==> src/hw/rtl/hslrgb_pkg.sv <==
package hslrgb_pkg;

  // Fixed-point format of the internal levels: ONE = 2^FRACTION_BITS.
  localparam int FRACTION_BITS = 8;
  localparam int Q_W           = FRACTION_BITS + 1;   // holds 0..ONE
  localparam logic [Q_W-1:0] ONE = {1'b1, {FRACTION_BITS{1'b0}}};

  // Register and field widths
  localparam int REG_W   = 9;
  localparam int HUE_W   = 9;
  localparam int LEVEL_W = 8;
  localparam int HM_W    = 7;   // hue within a 120 degree span
  localparam int TRI_W   = 6;   // triangle weight 0..60
  localparam int PROD_W  = Q_W + TRI_W;

  localparam logic [REG_W-1:0] REG_FULL = REG_W'(256);
  localparam logic [HUE_W-1:0] HUE_MAX  = HUE_W'(359);

  // Register index codes
  typedef enum logic {
    REG_SATURATION = 1'b0,
    REG_LIGHTNESS  = 1'b1
  } reg_index_t;

  // 60 degree sector of the hue
  typedef enum logic [2:0] {
    SECT_RED_YEL   = 3'd0,
    SECT_YEL_GRN   = 3'd1,
    SECT_GRN_CYN   = 3'd2,
    SECT_CYN_BLU   = 3'd3,
    SECT_BLU_MAG   = 3'd4,
    SECT_MAG_RED   = 3'd5
  } sector_t;

  // Register value (1/256 units) to Q format
  localparam int Q_UP   = (FRACTION_BITS >= 8) ? FRACTION_BITS - 8 : 0;
  localparam int Q_DOWN = (FRACTION_BITS < 8) ? 8 - FRACTION_BITS : 0;

  // floor(n/15) = ((n+1) * (2^S-1)/15) >> S, exact while n+1 < 2^S
  localparam int DIV15_SHIFT = ((FRACTION_BITS + 4 + 3) / 4) * 4;
  localparam int DIV15_W     = DIV15_SHIFT;
  localparam logic [DIV15_W-1:0] DIV15_MULT = DIV15_W'(((1 << DIV15_SHIFT) - 1) / 15);
  localparam int DIV60_PW    = PROD_W - 1 + DIV15_W;

  function automatic logic [Q_W-1:0] reg_to_q(input logic [REG_W-1:0] r);
    logic [REG_W-1:0]     rc;
    logic [Q_W+REG_W-1:0] wide;
    rc   = (r > REG_FULL) ? REG_FULL : r;
    wide = ((Q_W + REG_W)'(rc) << Q_UP) >> Q_DOWN;
    return wide[Q_W-1:0];
  endfunction

  // floor(p / 60) via floor(floor(p/4) / 15)
  function automatic logic [Q_W-1:0] div60(input logic [PROD_W-1:0] p);
    logic [PROD_W-2:0]   n1;
    logic [DIV60_PW-1:0] prod;
    n1   = (PROD_W - 1)'(p >> 2) + (PROD_W - 1)'(1);
    prod = DIV60_PW'(n1) * DIV60_PW'(DIV15_MULT);
    return prod[DIV15_SHIFT +: Q_W];
  endfunction

  // floor(v * k / 255) for an 8-bit level, k = 31 or 63
  function automatic logic [5:0] scale255(input logic [LEVEL_W-1:0] v,
                                          input logic [5:0] k);
    logic [13:0] p;
    logic [14:0] t;
    p = 14'(v) * 14'(k);
    t = 15'(p) + 15'(p >> 8) + 15'(1);
    return t[13:8];
  endfunction

endpackage

==> src/hw/rtl/hsl_to_rgb565_converter.sv <==
// HSL to RGB converter. Each beat on the input carries a hue in whole degrees
// (360 and above are taken as 359); saturation and lightness come from two
// configuration registers in 1/256 units (index 0 saturation, reset 256 = full;
// index 1 lightness, reset 154 ~ 0.6; values above 256 act as 256). Each
// output beat carries truncated 8-bit R, G and B and the matching RGB565 word
// (red 15:11, green 10:5, blue 4:0). The datapath is a five-stage pipeline:
// chroma, sector and triangle product, divide by 60, channel levels, RGB565
// packing, with the last stage as the output register. While the output is
// not stalled a beat can enter every cycle, so throughput is one colour per
// clock; an accepted beat loads stage one and moves through the stages in
// order, output valid rising as it loads the output register. Each stage holds
// its beat while the stage after it is full and stalled; empty stages still
// take new beats, so input ready only drops when every stage is occupied and
// the output is not taken.
// Registers may only be written while the pipeline is empty.
module hsl_to_rgb565_converter (
  input  logic                             clk,
  input  logic                             rst,
  // configuration
  input  logic                             cfg_write,
  input  logic                             cfg_index,
  input  logic [hslrgb_pkg::REG_W-1:0]     cfg_data,
  // input beats
  input  logic                             in_valid,
  output logic                             in_ready,
  input  logic [hslrgb_pkg::HUE_W-1:0]     hue_degrees,
  // output beats
  output logic                             out_valid,
  input  logic                             out_ready,
  output logic [hslrgb_pkg::LEVEL_W-1:0]   red_level,
  output logic [hslrgb_pkg::LEVEL_W-1:0]   green_level,
  output logic [hslrgb_pkg::LEVEL_W-1:0]   blue_level,
  output logic [15:0]                      rgb565_word
);

  localparam int Q_W = hslrgb_pkg::Q_W;
  localparam int LW  = hslrgb_pkg::LEVEL_W;

  // ---------------------------------------------------------------------
  // Configuration registers
  // ---------------------------------------------------------------------
  logic [hslrgb_pkg::REG_W-1:0] saturation;
  logic [hslrgb_pkg::REG_W-1:0] lightness;

  always_ff @(posedge clk) begin
    if (rst) begin
      saturation <= hslrgb_pkg::REG_W'(256);
      lightness  <= hslrgb_pkg::REG_W'(154);
    end else if (cfg_write) begin
      unique case (hslrgb_pkg::reg_index_t'(cfg_index))
        hslrgb_pkg::REG_SATURATION: saturation <= cfg_data;
        hslrgb_pkg::REG_LIGHTNESS:  lightness  <= cfg_data;
        default: ;
      endcase
    end
  end

  // ---------------------------------------------------------------------
  // Stage valids and back-pressure: a stage loads when it is empty or
  // its beat moves on in the same cycle.
  // ---------------------------------------------------------------------
  logic v1, v2, v3, v4;
  logic rdy1, rdy2, rdy3, rdy4, rdy5;

  assign rdy5     = !out_valid || out_ready;
  assign rdy4     = !v4 || rdy5;
  assign rdy3     = !v3 || rdy4;
  assign rdy2     = !v2 || rdy3;
  assign rdy1     = !v1 || rdy2;
  assign in_ready = rdy1;

  always_ff @(posedge clk) begin
    if (rst) begin
      v1        <= 1'b0;
      v2        <= 1'b0;
      v3        <= 1'b0;
      v4        <= 1'b0;
      out_valid <= 1'b0;
    end else begin
      if (rdy1) v1        <= in_valid;
      if (rdy2) v2        <= v1;
      if (rdy3) v3        <= v2;
      if (rdy4) v4        <= v3;
      if (rdy5) out_valid <= v4;
    end
  end

  // ---------------------------------------------------------------------
  // Stage 1: hue clamp, chroma c = (ONE - |2L - ONE|) * S / ONE
  // ---------------------------------------------------------------------
  logic [Q_W-1:0]   s_q, l_q;
  logic [Q_W:0]     twice_l;
  logic [Q_W:0]     one_w;
  logic [Q_W-1:0]   l_offset;
  logic [2*Q_W-1:0] c_prod;
  logic [Q_W-1:0]   chroma_next;
  logic [hslrgb_pkg::HUE_W-1:0] hue_next;

  logic [hslrgb_pkg::HUE_W-1:0] hue1;
  logic [Q_W-1:0]               chroma1;
  logic [Q_W:0]                 tl1;

  always_comb begin
    s_q      = hslrgb_pkg::reg_to_q(saturation);
    l_q      = hslrgb_pkg::reg_to_q(lightness);
    twice_l  = {l_q, 1'b0};
    one_w    = (Q_W + 1)'(hslrgb_pkg::ONE);
    l_offset = (twice_l >= one_w) ? Q_W'(twice_l - one_w) : Q_W'(one_w - twice_l);
    c_prod   = (2*Q_W)'(hslrgb_pkg::ONE - l_offset) * (2*Q_W)'(s_q);
    chroma_next = (l_offset >= hslrgb_pkg::ONE) ? '0 :
                  c_prod[hslrgb_pkg::FRACTION_BITS +: Q_W];
    hue_next = (hue_degrees > hslrgb_pkg::HUE_MAX) ? hslrgb_pkg::HUE_MAX : hue_degrees;
  end

  always_ff @(posedge clk) begin
    if (rdy1 && in_valid) begin
      hue1    <= hue_next;
      chroma1 <= chroma_next;
      tl1     <= twice_l;
    end
  end

  // ---------------------------------------------------------------------
  // Stage 2: sector, triangle weight 60 - |(h mod 120) - 60|, c * weight
  // ---------------------------------------------------------------------
  logic [hslrgb_pkg::HM_W-1:0]  hm;
  logic [2:0]                   sect_base;
  logic [hslrgb_pkg::TRI_W-1:0] tri_w;
  hslrgb_pkg::sector_t          sector_next;

  hslrgb_pkg::sector_t               sector2;
  logic [hslrgb_pkg::PROD_W-1:0]     p2;
  logic [Q_W-1:0]                    chroma2;
  logic [Q_W:0]                      tl2;

  always_comb begin
    if (hue1 >= hslrgb_pkg::HUE_W'(240)) begin
      hm        = hslrgb_pkg::HM_W'(hue1 - hslrgb_pkg::HUE_W'(240));
      sect_base = 3'd4;
    end else if (hue1 >= hslrgb_pkg::HUE_W'(120)) begin
      hm        = hslrgb_pkg::HM_W'(hue1 - hslrgb_pkg::HUE_W'(120));
      sect_base = 3'd2;
    end else begin
      hm        = hslrgb_pkg::HM_W'(hue1);
      sect_base = 3'd0;
    end
    if (hm >= hslrgb_pkg::HM_W'(60)) begin
      tri_w       = hslrgb_pkg::TRI_W'(hslrgb_pkg::HM_W'(120) - hm);
      sector_next = hslrgb_pkg::sector_t'(sect_base + 3'd1);
    end else begin
      tri_w       = hslrgb_pkg::TRI_W'(hm);
      sector_next = hslrgb_pkg::sector_t'(sect_base);
    end
  end

  always_ff @(posedge clk) begin
    if (rdy2 && v1) begin
      sector2 <= sector_next;
      p2      <= hslrgb_pkg::PROD_W'(chroma1) * hslrgb_pkg::PROD_W'(tri_w);
      chroma2 <= chroma1;
      tl2     <= tl1;
    end
  end

  // ---------------------------------------------------------------------
  // Stage 3: secondary x = floor(c * weight / 60)
  // ---------------------------------------------------------------------
  hslrgb_pkg::sector_t sector3;
  logic [Q_W-1:0]      x3;
  logic [Q_W-1:0]      chroma3;
  logic [Q_W:0]        tl3;

  always_ff @(posedge clk) begin
    if (rdy3 && v2) begin
      sector3 <= sector2;
      x3      <= hslrgb_pkg::div60(p2);
      chroma3 <= chroma2;
      tl3     <= tl2;
    end
  end

  // ---------------------------------------------------------------------
  // Stage 4: place c, x and 0 by sector, then form the 8-bit levels
  // ---------------------------------------------------------------------
  logic [Q_W-1:0] n_red, n_green, n_blue;
  logic [LW-1:0]  red_next, green_next, blue_next;
  logic [LW-1:0]  red4, green4, blue4;

  always_comb begin
    unique case (sector3)
      hslrgb_pkg::SECT_RED_YEL: begin
        n_red = chroma3; n_green = x3;      n_blue = '0;
      end
      hslrgb_pkg::SECT_YEL_GRN: begin
        n_red = x3;      n_green = chroma3; n_blue = '0;
      end
      hslrgb_pkg::SECT_GRN_CYN: begin
        n_red = '0;      n_green = chroma3; n_blue = x3;
      end
      hslrgb_pkg::SECT_CYN_BLU: begin
        n_red = '0;      n_green = x3;      n_blue = chroma3;
      end
      hslrgb_pkg::SECT_BLU_MAG: begin
        n_red = x3;      n_green = '0;      n_blue = chroma3;
      end
      hslrgb_pkg::SECT_MAG_RED: begin
        n_red = chroma3; n_green = '0;      n_blue = x3;
      end
      default: begin
        n_red = '0;      n_green = '0;      n_blue = '0;
      end
    endcase
  end

  hslrgb_level u_level_red (
    .n       (n_red),
    .twice_l (tl3),
    .chroma  (chroma3),
    .level   (red_next)
  );

  hslrgb_level u_level_green (
    .n       (n_green),
    .twice_l (tl3),
    .chroma  (chroma3),
    .level   (green_next)
  );

  hslrgb_level u_level_blue (
    .n       (n_blue),
    .twice_l (tl3),
    .chroma  (chroma3),
    .level   (blue_next)
  );

  always_ff @(posedge clk) begin
    if (rdy4 && v3) begin
      red4   <= red_next;
      green4 <= green_next;
      blue4  <= blue_next;
    end
  end

  // ---------------------------------------------------------------------
  // Stage 5: RGB565 packing, output register
  // ---------------------------------------------------------------------
  logic [5:0] r5_wide, g6, b5_wide;

  always_comb begin
    r5_wide = hslrgb_pkg::scale255(red4, 6'd31);
    g6      = hslrgb_pkg::scale255(green4, 6'd63);
    b5_wide = hslrgb_pkg::scale255(blue4, 6'd31);
  end

  always_ff @(posedge clk) begin
    if (rdy5 && v4) begin
      red_level   <= red4;
      green_level <= green4;
      blue_level  <= blue4;
      rgb565_word <= {r5_wide[4:0], g6, b5_wide[4:0]};
    end
  end

endmodule

==> src/hw/rtl/hslrgb_level.sv <==
// One colour channel: floor((2n + 2L - c) * 255 / (2 * ONE)), clamped.
module hslrgb_level (
  input  logic [hslrgb_pkg::Q_W-1:0]     n,
  input  logic [hslrgb_pkg::Q_W:0]       twice_l,
  input  logic [hslrgb_pkg::Q_W-1:0]     chroma,
  output logic [hslrgb_pkg::LEVEL_W-1:0] level
);

  localparam int SUM_W = hslrgb_pkg::Q_W + 2;
  localparam int V2_W  = hslrgb_pkg::Q_W + 1;
  localparam int MUL_W = V2_W + 8;
  localparam logic [SUM_W-1:0] TWO_ONE = SUM_W'({hslrgb_pkg::ONE, 1'b0});

  logic [SUM_W-1:0] sum;
  logic [SUM_W-1:0] diff;
  logic [V2_W-1:0]  v2;
  logic [MUL_W-1:0] prod;

  always_comb begin
    sum  = SUM_W'({n, 1'b0}) + SUM_W'(twice_l);
    diff = (sum > SUM_W'(chroma)) ? sum - SUM_W'(chroma) : '0;
    v2   = (diff > TWO_ONE) ? V2_W'(TWO_ONE) : V2_W'(diff);
    prod = MUL_W'(v2) * MUL_W'(255);
    // v2 <= 2*ONE keeps the result at 255 or below
    level = prod[hslrgb_pkg::FRACTION_BITS + 1 +: hslrgb_pkg::LEVEL_W];
  end

endmodule
==> config.mk <==
export PLATFORM = sky130hd
export DESIGN_NAME = hsl_to_rgb565_converter
export DESIGN_NICKNAME = d
export VERILOG_FILES = /design/src/hw/rtl/hslrgb_pkg.sv /design/src/hw/rtl/hsl_to_rgb565_converter.sv /design/src/hw/rtl/hslrgb_level.sv
export SDC_FILE = /design/constraint.sdc
export NUM_CORES = 1
export LEC_CHECK = 0
export ABC_CLOCK_PERIOD_IN_PS = 19100
export BUFFER_PORTS_ARGS = -buffer_cell sky130_fd_sc_hd__buf_2
export CAP_MARGIN = 20
export CORE_MARGIN = 1
export CORE_UTILIZATION = 29
export CTS_CLUSTER_DIAMETER = 120
export DETAILED_ROUTE_END_ITERATION = 12
export HOLD_SLACK_MARGIN = 0.15
export PLACE_DENSITY = 0.51
export SLEW_MARGIN = 5
export SYNTH_ARGS = -nofsm -noshare
export SYNTH_HDL_FRONTEND = slang
export SYNTH_SLANG_ARGS = --single-unit
==> constraint.sdc <==
create_clock -name clk -period 19.1 [get_ports clk]
set_input_delay 1.91 -clock clk [delete_from_list [all_inputs] [get_ports clk]]
set_output_delay 1.91 -clock clk [all_outputs]
set_load 0.01 [all_outputs]
After elaboration in Yosys (flattened, before gate mapping)
Index checks and enable logic that the tools add are counted.
- $mul: 9
- $add $sub $neg: 20
- equal/unequal tests: 5
- bitwise gates (word level): 1
- multiplexer cells: 18
- $lt $le $gt $ge: 14
- reductions and logical operators: 24
- operator list (cell ; count):
    case mux 9 bit (2 select lines) ; 3
    multiplier 10 x 8 -> 17 bit, second input constant ; 3
    adder 10 x 10 -> 11 bit ; 3
    greater-than comparator 11 x 10 -> 1 bit, second input constant ; 3
    greater-than comparator 11 x 9 -> 1 bit ; 3
    two-way mux 11 bit ; 3
    subtractor 11 x 9 -> 11 bit ; 3
    two-way mux 10 bit ; 3
    greater-than comparator 9 bit, second input constant ; 3
    two-way mux 9 bit ; 3
    adder 13 x 1 -> 13 bit, second input constant ; 2
    adder 13 x 5 -> 13 bit ; 2
    multiplier 8 x 5 -> 13 bit, second input constant ; 2
    multiplier 14 x 9 -> 21 bit, second input constant ; 1
    multiplier 10 x 10 -> 17 bit ; 1
    multiplier 9 x 6 -> 15 bit ; 1
    adder 13 x 1 -> 14 bit, second input constant ; 1
    adder 14 x 1 -> 14 bit, second input constant ; 1
    adder 14 x 6 -> 14 bit ; 1
    multiplier 8 x 6 -> 14 bit, second input constant ; 1
    two-way mux 7 bit ; 2
    subtractor 7 bit, second input constant ; 2
    OR reduction 2 bit ; 6
    greater-or-equal comparator 10 x 9 -> 1 bit, second input constant ; 1
    21 further kinds ; 37
- input port bits: 24
- logic and storage cells: 116
- register bits: 180
- output and inout port bits: 42

Logic depth before layout (Yosys ltp)
- depth after elaboration: 9
- mapped depth: 39
- gate-level depth less buffers: 37

Cells and area by module
A second synthesis with hierarchy kept.
- cell total of the unflattened synthesis: 2416
- area total of the unflattened synthesis: 23986.8 um^2
- modules (own cells, without submodules) (module ; area an instance (um^2) ; cells each ; times used ; seq. area each (um^2)):
    hsl_to_rgb565_converter ; 15703.8 ; 1478 ; 1 ; 5114.9
    hslrgb_level (u_level_blue) ; 2882.8 ; 327 ; 1 ; 0.0
    hslrgb_level (u_level_green) ; 2751.4 ; 315 ; 1 ; 0.0
    hslrgb_level (u_level_red) ; 2648.8 ; 296 ; 1 ; 0.0

Worst setup path before layout
No wires, ideal clock.
- path type: register to register
- from: register sector3[0]
- to: register blue4[7], data pin
- path buffers: 3
- arrival time: 8.756 ns
- stages on the path, launching flop included: 30
- required time: 18.840 ns
- period minus slack after synthesis: 9.016 ns
- slack: 10.084 ns
- library setup time: 0.260 ns
- path through: edfxtp_1 > clkbuf_1 > buf_1 > buf_1 > mux2i_1 > o22ai_1 > ha_1 > fa_1 > a21oi_1 > o211ai_1 > nor2_1 > xnor2_1 > ha_1 > or2_2 > and3_1 > o311a_1 > or2_2 > nor3_1 > fa_1 > fa_1 > fa_1 > inv_1 > fa_1 > inv_1 > ha_1 > o41ai_1 > o21ai_0 > nor2_1 > o21ai_0 > xnor2_1
- cells in the longest elaborated chain, start to end: 9
- elaborated cells on any way between the ends: 14
- those cells by class: add/sub: 2; mul: 1; order compare: 2; eq/ne: 4; mux: 3; reduce/logical: 2
- ends and longest elaborated chain (what ; line ; RTL):
    from (decl) ; hsl_to_rgb565_converter.sv:168 ; hslrgb_pkg::sector_t sector3;
    from (signal assigned) ; hsl_to_rgb565_converter.sv:175 ; sector3 <= sector2;
    equality test 3 bit / equality test 3 x 2 -> 1 bit (equally long branches) ; hsl_to_rgb565_converter.sv:190 ; unique case (sector3)
    OR reduction 2 bit (no source line) ; n/a ;
    case mux 9 bit (2 select lines) * ; hsl_to_rgb565_converter.sv:190 ;
    adder 10 x 10 -> 11 bit * ; hslrgb_level.sv:20 ; sum = SUM_W'({n, 1'b0}) + SUM_W'(twice_l);
    subtractor 11 x 9 -> 11 bit / greater-than comparator 11 x 9 -> 1 bit (equally long branches) ; hslrgb_level.sv:21 ; diff = (sum > SUM_W'(chroma)) ? sum - SUM_W'(chroma) : '0;
    two-way mux 11 bit * ; hslrgb_level.sv:21 ;
    greater-than comparator 11 x 10 -> 1 bit ; hslrgb_level.sv:22 ; v2 = (diff > TWO_ONE) ? V2_W'(TWO_ONE) : V2_W'(diff);
    two-way mux 10 bit * ; hslrgb_level.sv:22 ;
    multiplier 10 x 8 -> 17 bit * ; hslrgb_level.sv:23 ; prod = MUL_W'(v2) * MUL_W'(255);
    named net blue_next[7] ; hsl_to_rgb565_converter.sv:186 ; logic [LW-1:0] red_next, green_next, blue_next;
    to (signal assigned) ; hsl_to_rgb565_converter.sv:240 ; blue4 <= blue_next;
    to (decl) ; hsl_to_rgb565_converter.sv:187 ; logic [LW-1:0] red4, green4, blue4;
Mark *: on every way through the listed nets, which the timed path passes. The rest lies on a longest branch.
A chain may end at the register's enable or synchronous reset.

Worst setup path after layout
- from: register sector3[0]
- to: register red4[7], data pin
- cells in the longest elaborated chain, start to end: 9
- elaborated cells on any way between the ends: 14
- those cells by class: add/sub: 2; mul: 1; order compare: 2; eq/ne: 3; mux: 3; reduce/logical: 3
- ends and longest elaborated chain (what ; line ; RTL):
    equality test 3 bit, or another cell as far along ; hsl_to_rgb565_converter.sv:190 ;
    OR reduction 2 bit (no source line) ; n/a ;
    case mux 9 bit (2 select lines) * ; hsl_to_rgb565_converter.sv:190 ;
    adder 10 x 10 -> 11 bit * ; hslrgb_level.sv:20 ;
    subtractor 11 x 9 -> 11 bit / greater-than comparator 11 x 9 -> 1 bit (equally long branches) ; hslrgb_level.sv:21 ;
    two-way mux 11 bit * ; hslrgb_level.sv:21 ;
    greater-than comparator 11 x 10 -> 1 bit ; hslrgb_level.sv:22 ;
    two-way mux 10 bit * ; hslrgb_level.sv:22 ;
    multiplier 10 x 8 -> 17 bit * ; hslrgb_level.sv:23 ;
    named net red_next[7] ; hsl_to_rgb565_converter.sv:186 ;
    to (signal assigned) ; hsl_to_rgb565_converter.sv:238 ; red4 <= red_next;
    to (decl) ; hsl_to_rgb565_converter.sv:187 ;
Marks and branches as above.

==> results.tsv <==
stage	metric	value	unit
sta	period_share	0.5218	
cts	cts_buffers	17	
logic_synthesis	synth_area	0.02358	mm^2
setup_path	worstReg2RegStart	sector3[0]	
sta	hold_viol	0	
logic_synthesis	syn_area_per_cell	9.815	um^2
logic_synthesis	mappedNetlistNets	3022	
sta	grt_setup_unrepaired	no	
global_routing	grtUsageMet3	0.01849	
layout	synthToLayoutAreaGrowth	9.303	%
global_routing	grt_use_met2	0.2159	
flow_run	cap_violations	0	
setup_path	cp-start-kind	flip-flop	
setup_path	end_kind	flip-flop	
global_routing	antenna_found_initial	1	
routing	drc	0	
setup_path	critical_path.startpoint	sector3[0]	
layout	layout-drive-gt1-share	0.05994	
cts	cts_tree	built	
routing	drt-total-wl	47900	um
logic_synthesis	yosysUniqueCellTypes	89	
logic_synthesis	synth_ff_type	edfxtp_1	
global_routing	grt_pass1_vias	17600	
setup_path	critPathKind	flip-flop to flip-flop	
sta	min_period	9966	ps
floorplanning	die_h	287.1	um
cts	root_buffer	clkbuf_16	
cts	post_cts_buffers	0	
logic_synthesis	synth_edf_count	155	
global_routing	gr-usage-all-layers	0.1227	
setup_path	r2r_end	red4[7]	
cts	cts_sinks	178	
routing	wl_per_cell	13.57	um
sta	slew_headroom	0.2659	
setup_path	r2r_slack	9130	ps
sta	tightestPinTransition	1101	ps
cts	hold_buffers	0	
global_routing	busiest_layer	met2	
layout	largest_reg_flops	16	
floorplanning	rows	104	
global_routing	gr-total-overflow	0	
cts	worstSkewPairLatency	510	ps
floorplanning	start_util	0.2927	
logic_synthesis	postSynthCellCount	2402	
routing	vias_per_cell	4.678	
floorplanning	coreArea	0.08055	mm^2
logic_synthesis	async_flop_share	0	
routing	ant_nets	0	
cts	cts-resized-gates	0	
setup_path	cp_slowest_stage_delay	1080	ps
sta	tns	0	ps
logic_synthesis	yosys_warnings	0	
logic_synthesis	yosysSeqAreaShare	0.2170	
sta	slew_violations	0	
setup_path	crit_fanout	22	
cts	clk_pin_slew_worst_paths	90	ps
min_path	holdPathEnd	chroma3[3]	
floorplanning	io_pins	66	
routing	firstDrtPassIters	5	
cts	clockBufferDepth	2	
logic_synthesis	ys_seq_elements	178	
place	io_buffer_count	65	
global_routing	grt_first_pass_wirelength	83610	um
setup_path	worstRegToRegCells	34	
status	outcome	finished clean	
min_path	hp-class	flip-flop to flip-flop	
floorplanning	fp.dieW	287.1	um
min_path	hold_depth	0	
setup_path	crit_slowest_cell	edfxtp_1	
floorplanning	dieArea	0.08244	mm^2
routing	drt_iter0_markers	673	
sta	fmax	0.1003	GHz
routing	vias	16510	
layout	fin_nets	3076	
global_routing	grt_max_degree	41	
min_path	hold_path.startpoint	chroma2[3]	
sta	setup_viol	0	
place	place_congestion	0.8523	
setup_path	required	19340	ps
cts	htree_num_levels	4	
layout	reg.largest.list	rgb565_word x16, p2 x13	
sta	skew	22.01	ps
setup_path	crit_arrival	10210	ps
layout	largest-register	rgb565_word	
place	dp_hpwl	40270	um
layout	diodes	0	
global_routing	use_met1	0.1533	
## synthesized netlist by cell type (all sizes together) (28+ instances only)
master,count,area (um^2)
inv,411,1543
ha,328,4104
fa,268,5365
nand2,180,675.7
edfxtp,155,4654
nor2,149,561.8
xnor2,107,944.7
a21oi,104,520.5
o21ai,60,300.3
nor2b,53,331.6
xor2,53,464.2
and2,44,275.3
nor3,41,210.2
a21o,32,240.2
nand3,29,150.1
nand2b,28,175.2
## worst max-delay path by stage
stage	end	slack, ps	cells past startpoint
2_1_floorplan	blue4[7]	10080	29
3_3_place_gp	red4[7]	9370	35
3_5_place_dp	red4[7]	9190	35
4_1_cts	red4[7]	9150	35
5_1_grt	red4[7]	8360	35
6_report	red4[7]	9130	34
## critical path, delay by kind of cell, from the launching register on
kind,cells,cell delay [ps]
AO/OA/AOI/OAI,12,3250
adder cells (fa/ha/maj),8,3490
AND/OR/NAND/NOR,5,640
flip-flops,1,1080
XOR/XNOR,4,970
buffers and inverters,5,290
## area by class of cell
type	instances	area (um^2)
Clock buffer	17	425.4
Clock inverter	15	170.2
Fill cell	8236	54780
Inverter	411	1543
Multi-Input combinational cell	1776	16800
Sequential cell	178	5115
Tap cell	1060	1326
Timing Repair Buffer	72	387.9
## metal layers
layer / wire length (um) / share of wire
met5: 0 / 0
met4: 840 / 0.018
met3: 1272 / 0.027
met2: 23930 / 0.50
met1: 21860 / 0.46
## logic make-up (layout without fill, tap and decap cells)
kind of cell               count (synthesis)  count (layout)  share of synthesized area
adders and majority gates                596             596                     0.4016
and+or+nand+nor                          625             625                     0.1312
xor gates and xnor gates                 160             160                    0.05976
buffers and inverters                    448             515                    0.07207
DFF                                      178             178                     0.2170
AOI/OAI and AO/OA                        371             371                     0.1076
muxes                                     24              24                    0.01077
## cells in the final DEF, fill, tap and decap left out, types with 6 or more instances in the layout
cell type / instances
or3_1: 14
edfxtp_1: 155
nand2_1: 180
buf_2: 66
or2_2: 11
o21bai_1: 6
inv_1: 410
and3_1: 22
nor2b_1: 51
xor2_1: 53
o21ai_0: 56
o41ai_1: 7
dfxtp_1: 23
o2111ai_1: 6
xnor2_1: 106
o21a_1: 17
o31ai_1: 16
o211ai_1: 10
fa_1: 268
nand3_1: 28
o22ai_1: 12
nand3b_1: 7
nand4_1: 9
a21o_1: 32
clkbuf_16: 17
a21oi_1: 104
ha_1: 328
a211oi_1: 11
mux2i_1: 22
a21boi_0: 9
nor3_1: 40
nor4_1: 11
and2_1: 44
a31oi_1: 13
nand2b_1: 28
nor2_1: 148
## metrics by stage
step / utilization / worst slack (ps) / instance area (um^2) / cells / hold slack, ps
CTS: 0.3196 / 9154 / 25740 / 3527 / 407.2
floorplan: - / 10080 / 23580 / 2402 / 400.3
global placement: 0.3121 / 9374 / 25140 / 3494 / 403.6
global route: 0.3199 / 8359 / 25770 / 3529 / 419.7
detailed placement: 0.3122 / 9190 / 25150 / 3495 / 404.5
finish: 0.3199 / 9134 / 25770 / 3529 / 397.5
Power is left out: the tool's default activity adds up to more than one toggle a clock period on the data nets, which glitch-free logic cannot reach.
